`src/rtl/tlmsh_pkg.sv`:
```
// Package for the two-lane multiply-swap hash: multiplier constants, length width,
// sequencer and job types, byte swap and tail packing helpers.
// No dependencies.
`timescale 1ns / 1ps

package tlmsh_pkg;

    localparam int          LENGTH_BITS = 32;
    localparam int          INDEX_BITS  = 29;
    localparam logic [31:0] LEN_MASK    = (LENGTH_BITS >= 32) ? 32'hFFFF_FFFF :
                                          32'((64'd1 << LENGTH_BITS) - 64'd1);
    localparam logic [63:0] MUL_A       = 64'h1591_aefa_5e7e_5a17;
    localparam logic [63:0] MUL_B       = 64'h2bb6_8635_66c4_e761;
    localparam logic [INDEX_BITS-1:0] INDEX_MAX = '1;

    typedef enum logic [2:0] {
        S_IDLE = 3'b001,
        S_MUL  = 3'b010,
        S_DONE = 3'b100
    } t_state;

    typedef enum logic [1:0] {
        JOB_BULK_A = 2'd0,
        JOB_BULK_B = 2'd1,
        JOB_MIX_A  = 2'd2,
        JOB_MIX_B  = 2'd3
    } t_job;

    function automatic logic [63:0] bswap64(input logic [63:0] v);
        logic [63:0] r;
        for (int i = 0; i < 8; i++) begin
            r[8*i +: 8] = v[8*(7-i) +: 8];
        end
        return r;
    endfunction

    // Pack 4-, 2- and 1-byte groups of the tail word, first group highest.
    function automatic logic [63:0] pack_tail(input logic [63:0] w, input logic [2:0] n);
        logic [63:0] p;
        logic [5:0]  pos;
        p   = '0;
        pos = '0;
        if (n[2]) begin
            p   = {32'b0, w[31:0]};
            pos = 6'd32;
        end
        if (n[1]) begin
            p   = {p[47:0], 16'(w >> pos)};
            pos = pos + 6'd16;
        end
        if (n[0]) begin
            p = {p[55:0], 8'(w >> pos)};
        end
        return p;
    endfunction

endpackage

```
`src/rtl/two_lane_multiply_swap_hash64.sv`:
```
// A word that needs no multiply is absorbed as it is accepted; a bulk word holds the input
// while the shared 32x32 multiplier forms its partial products (one partial product per cycle).
// A last word then runs 2 or 3 mixing rounds in the same multiplier, after which the hash is
// loaded into the output register from the done state.
// Reset (synchronous, active low) clears seed, lanes, index, length and all control state.
// Top level: two-lane multiply-swap hash. Depends on tlmsh_pkg.
`timescale 1ns / 1ps

module two_lane_multiply_swap_hash64 import tlmsh_pkg::*; (
    input  logic         i_clk,
    input  logic         i_rst_n,
    // input words
    input  logic         i_s_tvalid,
    output logic         o_s_tready,
    input  logic [95:0]  i_s_tdata,   // [63:0] data_word, [95:64] total_length
    input  logic         i_s_tuser,   // [0] first_word
    input  logic         i_s_tlast,   // last_word
    // result words
    output logic         o_m_tvalid,
    input  logic         i_m_tready,
    output logic [63:0]  o_m_tdata,   // [63:0] hash_value
    // seed register write
    input  logic         i_cfg_valid,
    output logic         o_cfg_ready,
    input  logic [63:0]  i_cfg_data
);

    // Control and lane state
    t_state                r_state, n_state;
    t_job                  r_job, n_job;
    logic [1:0]            r_step, n_step;     // partial product number
    logic [1:0]            r_rounds, n_rounds; // mixing rounds still to run
    logic                  r_last, n_last;     // mix after the bulk multiply
    logic [63:0]           r_seed;
    logic [63:0]           r_lane_a, n_lane_a;
    logic [63:0]           r_lane_b, n_lane_b;
    logic [INDEX_BITS-1:0] r_index, n_index;
    logic [31:0]           r_length, n_length;
    logic                  r_out_valid, n_out_valid;

    // Multiplier datapath
    logic [63:0]           r_x, n_x;
    logic [63:0]           r_y, n_y;
    logic [127:0]          r_acc, n_acc;
    logic [63:0]           r_out_data, n_out_data;

    logic [31:0]           mul_a, mul_b;
    logic [63:0]           pp;
    logic [127:0]          pp_shifted;
    logic [127:0]          acc_sum;
    logic                  out_load;

    assign o_s_tready  = (r_state == S_IDLE);
    assign o_cfg_ready = 1'b1;
    assign o_m_tvalid  = r_out_valid;
    assign o_m_tdata   = r_out_data;

    // Shared unit: one 32x32 partial product per cycle, accumulated at its weight.
    always_comb begin
        unique case (r_step)
            2'd0: begin
                mul_a = r_x[31:0];
                mul_b = r_y[31:0];
            end
            2'd1: begin
                mul_a = r_x[31:0];
                mul_b = r_y[63:32];
            end
            2'd2: begin
                mul_a = r_x[63:32];
                mul_b = r_y[31:0];
            end
            default: begin
                mul_a = r_x[63:32];
                mul_b = r_y[63:32];
            end
        endcase
    end

    assign pp = 64'(mul_a) * 64'(mul_b);

    always_comb begin
        unique case (r_step)
            2'd0:    pp_shifted = {64'b0, pp};
            2'd1,
            2'd2:    pp_shifted = {32'b0, pp, 32'b0};
            default: pp_shifted = {pp, 64'b0};
        endcase
    end

    assign acc_sum = r_acc + pp_shifted;

    // Sequencer
    always_comb begin
        logic [63:0]           w;
        logic                  first;
        logic [31:0]           len;
        logic [63:0]           la, lb;
        logic [INDEX_BITS-1:0] idx, full, pairs;
        logic                  bulk;
        logic                  go_mix;

        n_state    = r_state;
        n_job      = r_job;
        n_step     = r_step;
        n_rounds   = r_rounds;
        n_last     = r_last;
        n_lane_a   = r_lane_a;
        n_lane_b   = r_lane_b;
        n_index    = r_index;
        n_length   = r_length;
        n_x        = r_x;
        n_y        = r_y;
        n_acc      = r_acc;
        n_out_data = r_out_data;
        out_load   = 1'b0;

        w      = i_s_tdata[63:0];
        first  = i_s_tuser;
        len    = first ? (i_s_tdata[95:64] & LEN_MASK) : r_length;
        la     = first ? 64'(len) : r_lane_a;
        lb     = first ? r_seed : r_lane_b;
        idx    = first ? '0 : r_index;
        full   = len[31:3];
        pairs  = {full[INDEX_BITS-1:1], 1'b0};
        bulk   = 1'b0;
        go_mix = 1'b0;

        unique case (r_state)
            S_IDLE: begin
                if (i_s_tvalid) begin
                    n_length = len;
                    n_lane_a = la;
                    n_lane_b = lb;
                    n_last   = i_s_tlast;
                    n_rounds = (len[3:0] != 4'd0) ? 2'd3 : 2'd2;
                    n_index  = (idx != INDEX_MAX) ? idx + 1'b1 : idx;
                    priority if (idx < pairs) begin
                        bulk  = 1'b1;
                        n_acc = '0;
                        n_step = 2'd0;
                        n_state = S_MUL;
                        if (!idx[0]) begin
                            n_x   = la ^ w;
                            n_y   = MUL_A;
                            n_job = JOB_BULK_A;
                        end else begin
                            n_x   = lb ^ w;
                            n_y   = MUL_B;
                            n_job = JOB_BULK_B;
                        end
                    end else if (idx < full) begin
                        n_lane_a = la ^ w;
                    end else if (idx == full && len[2:0] != 3'd0) begin
                        n_lane_b = lb ^ pack_tail(w, len[2:0]);
                    end
                    // Last word with nothing to multiply: go straight to mixing.
                    go_mix = i_s_tlast && !bulk;
                end
            end
            S_MUL: begin
                n_acc  = acc_sum;
                n_step = r_step + 2'd1;
                if (r_step == 2'd3) begin
                    unique case (r_job)
                        JOB_BULK_A: begin
                            n_lane_a = bswap64(acc_sum[63:0]);
                            go_mix   = r_last;
                            n_state  = S_IDLE;
                        end
                        JOB_BULK_B: begin
                            n_lane_b = bswap64(acc_sum[63:0]);
                            go_mix   = r_last;
                            n_state  = S_IDLE;
                        end
                        JOB_MIX_A: begin
                            // Park low(P) in lane A; seed the B product with high(P).
                            n_lane_a = acc_sum[63:0];
                            n_x      = r_lane_b;
                            n_y      = MUL_B;
                            n_acc    = {64'b0, acc_sum[127:64]};
                            n_job    = JOB_MIX_B;
                        end
                        default: begin
                            n_lane_b = acc_sum[63:0];
                            n_lane_a = acc_sum[63:0] ^ r_lane_a;
                            n_rounds = r_rounds - 2'd1;
                            if (r_rounds == 2'd1) begin
                                n_state = S_DONE;
                            end else begin
                                go_mix = 1'b1;
                            end
                        end
                    endcase
                end
            end
            S_DONE: begin
                // Hold the hash until the output register is free.
                if (!r_out_valid || i_m_tready) begin
                    n_out_data = r_lane_a;
                    out_load   = 1'b1;
                    n_state    = S_IDLE;
                end
            end
            default: begin
                n_state = S_IDLE;
            end
        endcase

        // Start a mixing round: P = A * MUL_A into the accumulator.
        if (go_mix) begin
            n_x     = n_lane_a;
            n_y     = MUL_A;
            n_acc   = '0;
            n_job   = JOB_MIX_A;
            n_step  = 2'd0;
            n_state = S_MUL;
        end

        n_out_valid = (r_out_valid && !i_m_tready) || out_load;
    end

    always_ff @(posedge i_clk) begin
        if (!i_rst_n) begin
            r_state     <= S_IDLE;
            r_job       <= JOB_BULK_A;
            r_step      <= '0;
            r_rounds    <= '0;
            r_last      <= 1'b0;
            r_seed      <= '0;
            r_lane_a    <= '0;
            r_lane_b    <= '0;
            r_index     <= '0;
            r_length    <= '0;
            r_out_valid <= 1'b0;
        end else begin
            r_state     <= n_state;
            r_job       <= n_job;
            r_step      <= n_step;
            r_rounds    <= n_rounds;
            r_last      <= n_last;
            r_lane_a    <= n_lane_a;
            r_lane_b    <= n_lane_b;
            r_index     <= n_index;
            r_length    <= n_length;
            r_out_valid <= n_out_valid;
            if (i_cfg_valid) begin
                r_seed <= i_cfg_data;
            end
        end
    end

    always_ff @(posedge i_clk) begin
        r_x        <= n_x;
        r_y        <= n_y;
        r_acc      <= n_acc;
        r_out_data <= n_out_data;
    end

    // Partial product count is parked at zero outside the multiply state.
    a_step_idle: assert property (@(posedge i_clk) disable iff (!i_rst_n)
        (r_state != S_MUL) |-> (r_step == 2'd0))
        else $error("multiplier step counter left running");

    // A mixing job always has at least one round outstanding.
    a_rounds_live: assert property (@(posedge i_clk) disable iff (!i_rst_n)
        (r_state == S_MUL && (r_job == JOB_MIX_A || r_job == JOB_MIX_B)) |-> (r_rounds != 2'd0))
        else $error("mixing round with no rounds left");

    // An accepted last word always starts the multiplier.
    a_last_mixes: assert property (@(posedge i_clk) disable iff (!i_rst_n)
        (i_s_tvalid && o_s_tready && i_s_tlast) |=> (r_state == S_MUL))
        else $error("last word did not start mixing");

    // Leaving the done state means the hash went to the output register.
    a_done_loads: assert property (@(posedge i_clk) disable iff (!i_rst_n)
        (r_state == S_DONE) |=> (r_state == S_DONE || r_out_valid))
        else $error("hash dropped on the way out");

endmodule

```
`config.mk`:
```
export PLATFORM = sky130hd
export DESIGN_NAME = two_lane_multiply_swap_hash64
export DESIGN_NICKNAME = d
export VERILOG_FILES = /design/src/rtl/tlmsh_pkg.sv /design/src/rtl/two_lane_multiply_swap_hash64.sv
export SDC_FILE = /design/constraint.sdc
export NUM_CORES = 2
export LEC_CHECK = 0
export BUFFER_PORTS_ARGS = -buffer_cell sky130_fd_sc_hd__buf_2
export CAP_MARGIN = 20
export CORE_ASPECT_RATIO = 2
export CORE_MARGIN = 2
export CORE_UTILIZATION = 60
export CTS_BUF_LIST = sky130_fd_sc_hd__clkbuf_16
export DETAILED_ROUTE_END_ITERATION = 7
export PLACE_DENSITY_LB_ADDON = 0.05
export SLEW_MARGIN = 40
export SYNTH_ARGS = -nofsm -noshare
export SYNTH_HDL_FRONTEND = slang
export SYNTH_SLANG_ARGS = --single-unit
```
`constraint.sdc`:
```
create_clock -name i_clk -period 14.5 [get_ports i_clk]
set_clock_uncertainty 0.1 [all_clocks]
set_input_delay 2.175 -clock i_clk [delete_from_list [all_inputs] [get_ports i_clk]]
set_output_delay 2.175 -clock i_clk [all_outputs]
set_load 0.005 [all_outputs]
```
==> results of run 1 <==
cell families after synthesis:
group	share of synthesized area
simple gates	0.1462
other cells	0.00005362
flops	0.1677
fa+ha+maj	0.3294
buf+inv	0.08986
mux	0.03895
compound gates	0.1908
xor+xnor	0.03703
per-stage QoR:
stage / cell area [um^2] / utilization
after floorplan: 69940 / -
after global placement: 82700 / 0.7127
after detailed placement: 82860 / 0.7141
after CTS: 84380 / 0.7271
synth_stat cells, types with 18 or more instances:
master / instances / area [um^2]
sky130_fd_sc_hd__mux2i_1: 208 / 2082
sky130_fd_sc_hd__xor2_1: 108 / 945.9
sky130_fd_sc_hd__o21a_1: 54 / 405.4
sky130_fd_sc_hd__o22ai_1: 63 / 394.1
sky130_fd_sc_hd__and2_1: 66 / 412.9
sky130_fd_sc_hd__o21ai_0: 502 / 2512
sky130_fd_sc_hd__dfxtp_1: 394 / 7888
sky130_fd_sc_hd__and3_1: 70 / 437.9
sky130_fd_sc_hd__nand2_1: 936 / 3513
sky130_fd_sc_hd__edfxtp_1: 128 / 3844
sky130_fd_sc_hd__o211ai_1: 54 / 405.4
sky130_fd_sc_hd__nand3_1: 147 / 735.7
sky130_fd_sc_hd__fa_1: 867 / 17360
sky130_fd_sc_hd__a211oi_1: 98 / 735.7
sky130_fd_sc_hd__a222oi_1: 23 / 230.2
sky130_fd_sc_hd__nand2b_1: 20 / 125.1
sky130_fd_sc_hd__a21oi_1: 568 / 2843
sky130_fd_sc_hd__mux2_2: 57 / 641.9
sky130_fd_sc_hd__ha_1: 454 / 5680
sky130_fd_sc_hd__xnor2_1: 185 / 1620
sky130_fd_sc_hd__a211o_1: 19 / 166.4
sky130_fd_sc_hd__nor2_1: 736 / 2763
sky130_fd_sc_hd__nor4_1: 20 / 125.1
sky130_fd_sc_hd__nand4_1: 85 / 531.8
sky130_fd_sc_hd__a21boi_0: 75 / 563.0
sky130_fd_sc_hd__a31oi_1: 63 / 394.1
sky130_fd_sc_hd__and4_1: 18 / 157.7
sky130_fd_sc_hd__a221oi_1: 36 / 315.3
sky130_fd_sc_hd__or3_1: 22 / 137.6
sky130_fd_sc_hd__a22o_1: 59 / 516.8
sky130_fd_sc_hd__o221ai_1: 40 / 350.3
sky130_fd_sc_hd__o2bb2ai_1: 18 / 157.7
sky130_fd_sc_hd__a21o_1: 116 / 870.8
sky130_fd_sc_hd__a22oi_1: 56 / 420.4
sky130_fd_sc_hd__o21bai_1: 53 / 397.9
sky130_fd_sc_hd__buf_1: 64 / 240.2
sky130_fd_sc_hd__inv_1: 1216 / 4564
sky130_fd_sc_hd__nor3_1: 77 / 385.4
sky130_fd_sc_hd__o31ai_1: 48 / 360.4
sky130_fd_sc_hd__clkbuf_1: 378 / 1419
sky130_fd_sc_hd__nor2b_1: 80 / 500.5
routing by layer:
metal | GRT overflow | GRT usage
met3 | 45 | 0.6509
met2 | 5574 | 1.196
met1 | 44 | 0.8168
met5 | 4 | 0.3036
met4 | 1338 | 0.9974
==> results_dict.tcl, run 1 <==
set metrics [dict create \
    post_cts.repair.setup_buffers 0 \
    io_pins 234 \
    post-place-ws_ns 0.5506 \
    port-buffer-count 232 \
    first_global_vias 98171 \
    cts_hold_buffers 0 \
    yosysWarnings 0 \
    synth_nets 9970 \
    syn_area_per_cell_um2 8.245 \
    place.gp.congestion 1.348 \
    dieHeight_um 486.8 \
    synth.cell_area_um2 69940 \
    run_status "did not finish" \
    cts_made_buffers 45 \
    first_pass_grt_wire_length_mm 814.0 \
    rows 177 \
    place.detailed.instances 11202 \
    async_flop_share 0 \
    synth_sequential_area_ratio 0.1677 \
    post_synth_inst_count 8482 \
    grt.overflow.total 7005 \
    cts_htree_levels 2 \
    global_route.usage.total 0.9006 \
    dp_hpwl_mm 342.8 \
    synth.ff_latch_count 522 \
    fail_step "global routing (5_1_grt)" \
    post_cts.resized_instances 0 \
    grt_max_degree 87 \
    die_w_um 245.4 \
    synth.lib_cells_used.distinct 94 \
    synthFlopType "sky130_fd_sc_hd__dfxtp_1" \
    cts.sinks 522 \
    stop_error "[ERROR GRT-0116] Global routing finished with congestion. Check the congestion regions in the DRC Viewer." \
    cts_root_buf "sky130_fd_sc_hd__clkbuf_16" \
    cts-root-to-sink-buffers 3 \
    initial_utilization 0.6027 \
    synth_enable_flop_cells 128 \
]
==> run 2: changes to the inputs <==
Settings changed: CORE_ASPECT_RATIO 2 to default, CORE_UTILIZATION 60 to 40, CTS_BUF_LIST sky130_fd_sc_hd__clkbuf_16 to default, PLACE_DENSITY_LB_ADDON 0.05 to 0.15.
==> run 2 against run 1 <==
Net effect:
- the run now ends clean
- synthesized cell count stayed put
- synthesized area unchanged
==> results_dict.tcl, run 2 <==
set metrics [dict create \
    cts.sinks 522 \
    rr_endpoint "r_acc[58]" \
    cts_made_buffers 61 \
    cts.reportedPaths.clkPinSlew_ns 0.07 \
    grt_max_degree 112 \
    worst_hold_path.endpoint "r_length[3]" \
    rows 153 \
    cap_violations 0 \
    num-nets-final 10271 \
    hold_path.class "reg2reg" \
    timing.critical_path.arrival_ns 14.44 \
    antenna_violations_before_repair 36 \
    cts_htree_levels 2 \
    synthFlopType "sky130_fd_sc_hd__dfxtp_1" \
    timing.critical_path.from_type "flop" \
    hold_viol 0 \
    dieHeight_um 422.1 \
    worstHoldPathCells 2 \
    cts_hold_buffers 0 \
    actual_slew_at_the_worst_max_slew_pin_ns 0.9928 \
    antenna_left 0 \
    drt-pass1-iter-count 6 \
    end_kind "flop" \
    yosys.cell_count.top_type "sky130_fd_sc_hd__inv_1" \
    io_pins 234 \
    worst_slack_ns 0.5031 \
    synth_nets 9970 \
    grt_setup_unrepaired "false" \
    timing_max_transition_violations_final 0 \
    mostFrequentLayoutCell "sky130_fd_sc_hd__inv_1" \
    r2r_setup_slack_ns 0.50 \
    first_pass_grt_wire_length_mm 524.5 \
    yosysWarnings 0 \
    critical_path.max_fanout 32 \
    clock.fmax_mhz 71.44 \
    grt.overflow.total 0 \
    drt_first_iter_violations 8238 \
    die_w_um 422.1 \
    cts_root_buf "sky130_fd_sc_hd__clkbuf_16" \
    n_fill_cell 17688 \
    port-buffer-count 232 \
    setup-violations-final 0 \
    syn_area_per_cell_um2 8.245 \
    cts-root-to-sink-buffers 3 \
    routed-via-count 68044 \
    holdCritStartpoint "r_length[3]" \
    accumulated_negative_setup_slack_ns 0 \
    clk_latency_ns 0.73 \
    timing.final.crit_period_ns 14.00 \
    core-area_um2 173800 \
    place.gp.congestion 1.041 \
    rr_worst_depth 52 \
    synth_enable_flop_cells 128 \
    run_status "finished, final reports clean" \
    synth_top_area_cell "sky130_fd_sc_hd__fa_1" \
    global_route.usage.total 0.4181 \
    die-area_um2 178200 \
    synth.cell_area_um2 69940 \
    clock_tree_from_tritoncts "yes" \
    timing.slew.headroom 0.3376 \
    synth.ff_latch_count 522 \
    layout_cells_excl_fill 11179 \
    first_global_vias 66794 \
    leading_cell_types_by_total_area_after_synthesis "sky130_fd_sc_hd__fa_1, sky130_fd_sc_hd__dfxtp_1, sky130_fd_sc_hd__ha_1" \
    final_core_utilization 0.4526 \
    route.detailed.wl_per_inst_um 34.07 \
    async_flop_share 0 \
    wirelength_routed_mm 380.9 \
    synth_sequential_area_ratio 0.1677 \
    drcViolationCount 0 \
    layout-area-overhead-vs-synth_pct 12.48 \
    place.detailed.instances 11045 \
    initial_utilization 0.4023 \
    post_synth_inst_count 8482 \
    dp_hpwl_mm 315.4 \
    synth.lib_cells_used.distinct 94 \
    post_drt_via_cell_ratio 6.087 \
    timing.critical_path.slowest_cell_delay_ns 0.70 \
    critical_path_required_ns 14.94 \
    post-place-ws_ns 0.5023 \
    path_class "reg2reg" \
    netlist.area_leader.share 0.2482 \
    layout_worst_path_cycle_share 0.9653 \
    mostFrequentLayoutCells "sky130_fd_sc_hd__inv_1, sky130_fd_sc_hd__nand2_1, sky130_fd_sc_hd__fa_1" \
    r2r-start "r_step[0]" \
    number_of_flip_flops_in_the_largest_register 128 \
    drive_above_1_share 0.1104 \
    critPathSlowestCell "sky130_fd_sc_hd__fa_1" \
    top_cell_types_by_occurrence_after_synthesis "sky130_fd_sc_hd__inv_1, sky130_fd_sc_hd__nand2_1, sky130_fd_sc_hd__fa_1, sky130_fd_sc_hd__nor2_1, sky130_fd_sc_hd__a21oi_1" \
    registers.top_by_ff_count "r_acc" \
]
-- run 2: cell counts after synthesis --
No cell type changed its count.
-- run 2: worst max path at each step --
stage                    from          to  slack [ns]  cells after the start
floorplan           r_step[0]  r_acc[123]        2.28                     47
global placement    r_step[0]     r_x[58]        0.29                     47
detailed placement  r_step[0]  r_acc[127]        0.50                     44
CTS                 r_step[0]  r_acc[127]        0.43                     44
global route        r_step[0]     r_x[60]       0.003                     44
finish              r_step[0]   r_acc[58]        0.50                     52
-- run 2: cell families after synthesis --
logic type / after synthesis / share of synthesized area
compound gates: 2081 / 0.1908
xor+xnor: 294 / 0.03703
fa+ha+maj: 1321 / 0.3294
buf+inv: 1670 / 0.08986
flops: 522 / 0.1677
mux: 265 / 0.03895
other cells: 1 / 0.00005362
simple gates: 2328 / 0.1462
-- run 2: timing repair --
| action | CTS | global route |
|---|---|---|
| endpoints found under the setup margin | 0 | 53 |
| buffers inserted | 0 | 0 |
| resized for setup | 0 | 16 |
-- run 2: metal layers --
layer,vias up,global-route usage,routed length (um)
li1,29186,-,-
met1,33725,0.5017,140000
met2,4040,0.6608,171300
met3,1073,0.08351,33790
met4,20,0.3180,35730
met5,-,0,116
-- run 2: final cells by class --
| cell class | instances | area, um^2 | area share |
|---|---|---|---|
| tap | 2325 | 2909 | 0.03698 |
| antenna | 20 | 50.05 | 0.0006362 |
| clock inverter | 45 | 475.5 | 0.006044 |
| sequential | 522 | 11740 | 0.1493 |
| clock buffer | 69 | 1587 | 0.02017 |
| inverter | 1217 | 4573 | 0.05813 |
| timing repair buffer | 691 | 4856 | 0.06173 |
| multi-input combinational | 6290 | 52470 | 0.6670 |
-- run 2: through the flow --
stage	hold slack [ns]	area [um^2]
2_1_floorplan	0.3315	69940
4_1_cts	0.3619	78550
6_report	0.3664	78670
3_3_place_gp	0.3415	76280
5_1_grt	0.3816	78620
3_5_place_dp	0.3487	76480
-- run 2: critical path: cells and delay by family, from the launching register on --
family	cells	cell delay, ns
fa+ha+maj	11	5.06
compound gates	12	3.22
buf+inv	15	2.14
simple gates	11	1.95
xor+xnor	2	0.54
mux	1	0.42
flops	1	0.36
Power of run 2 is not shown: default switching activity piles up to over one toggle a cycle in this logic, so the estimate is an artifact.
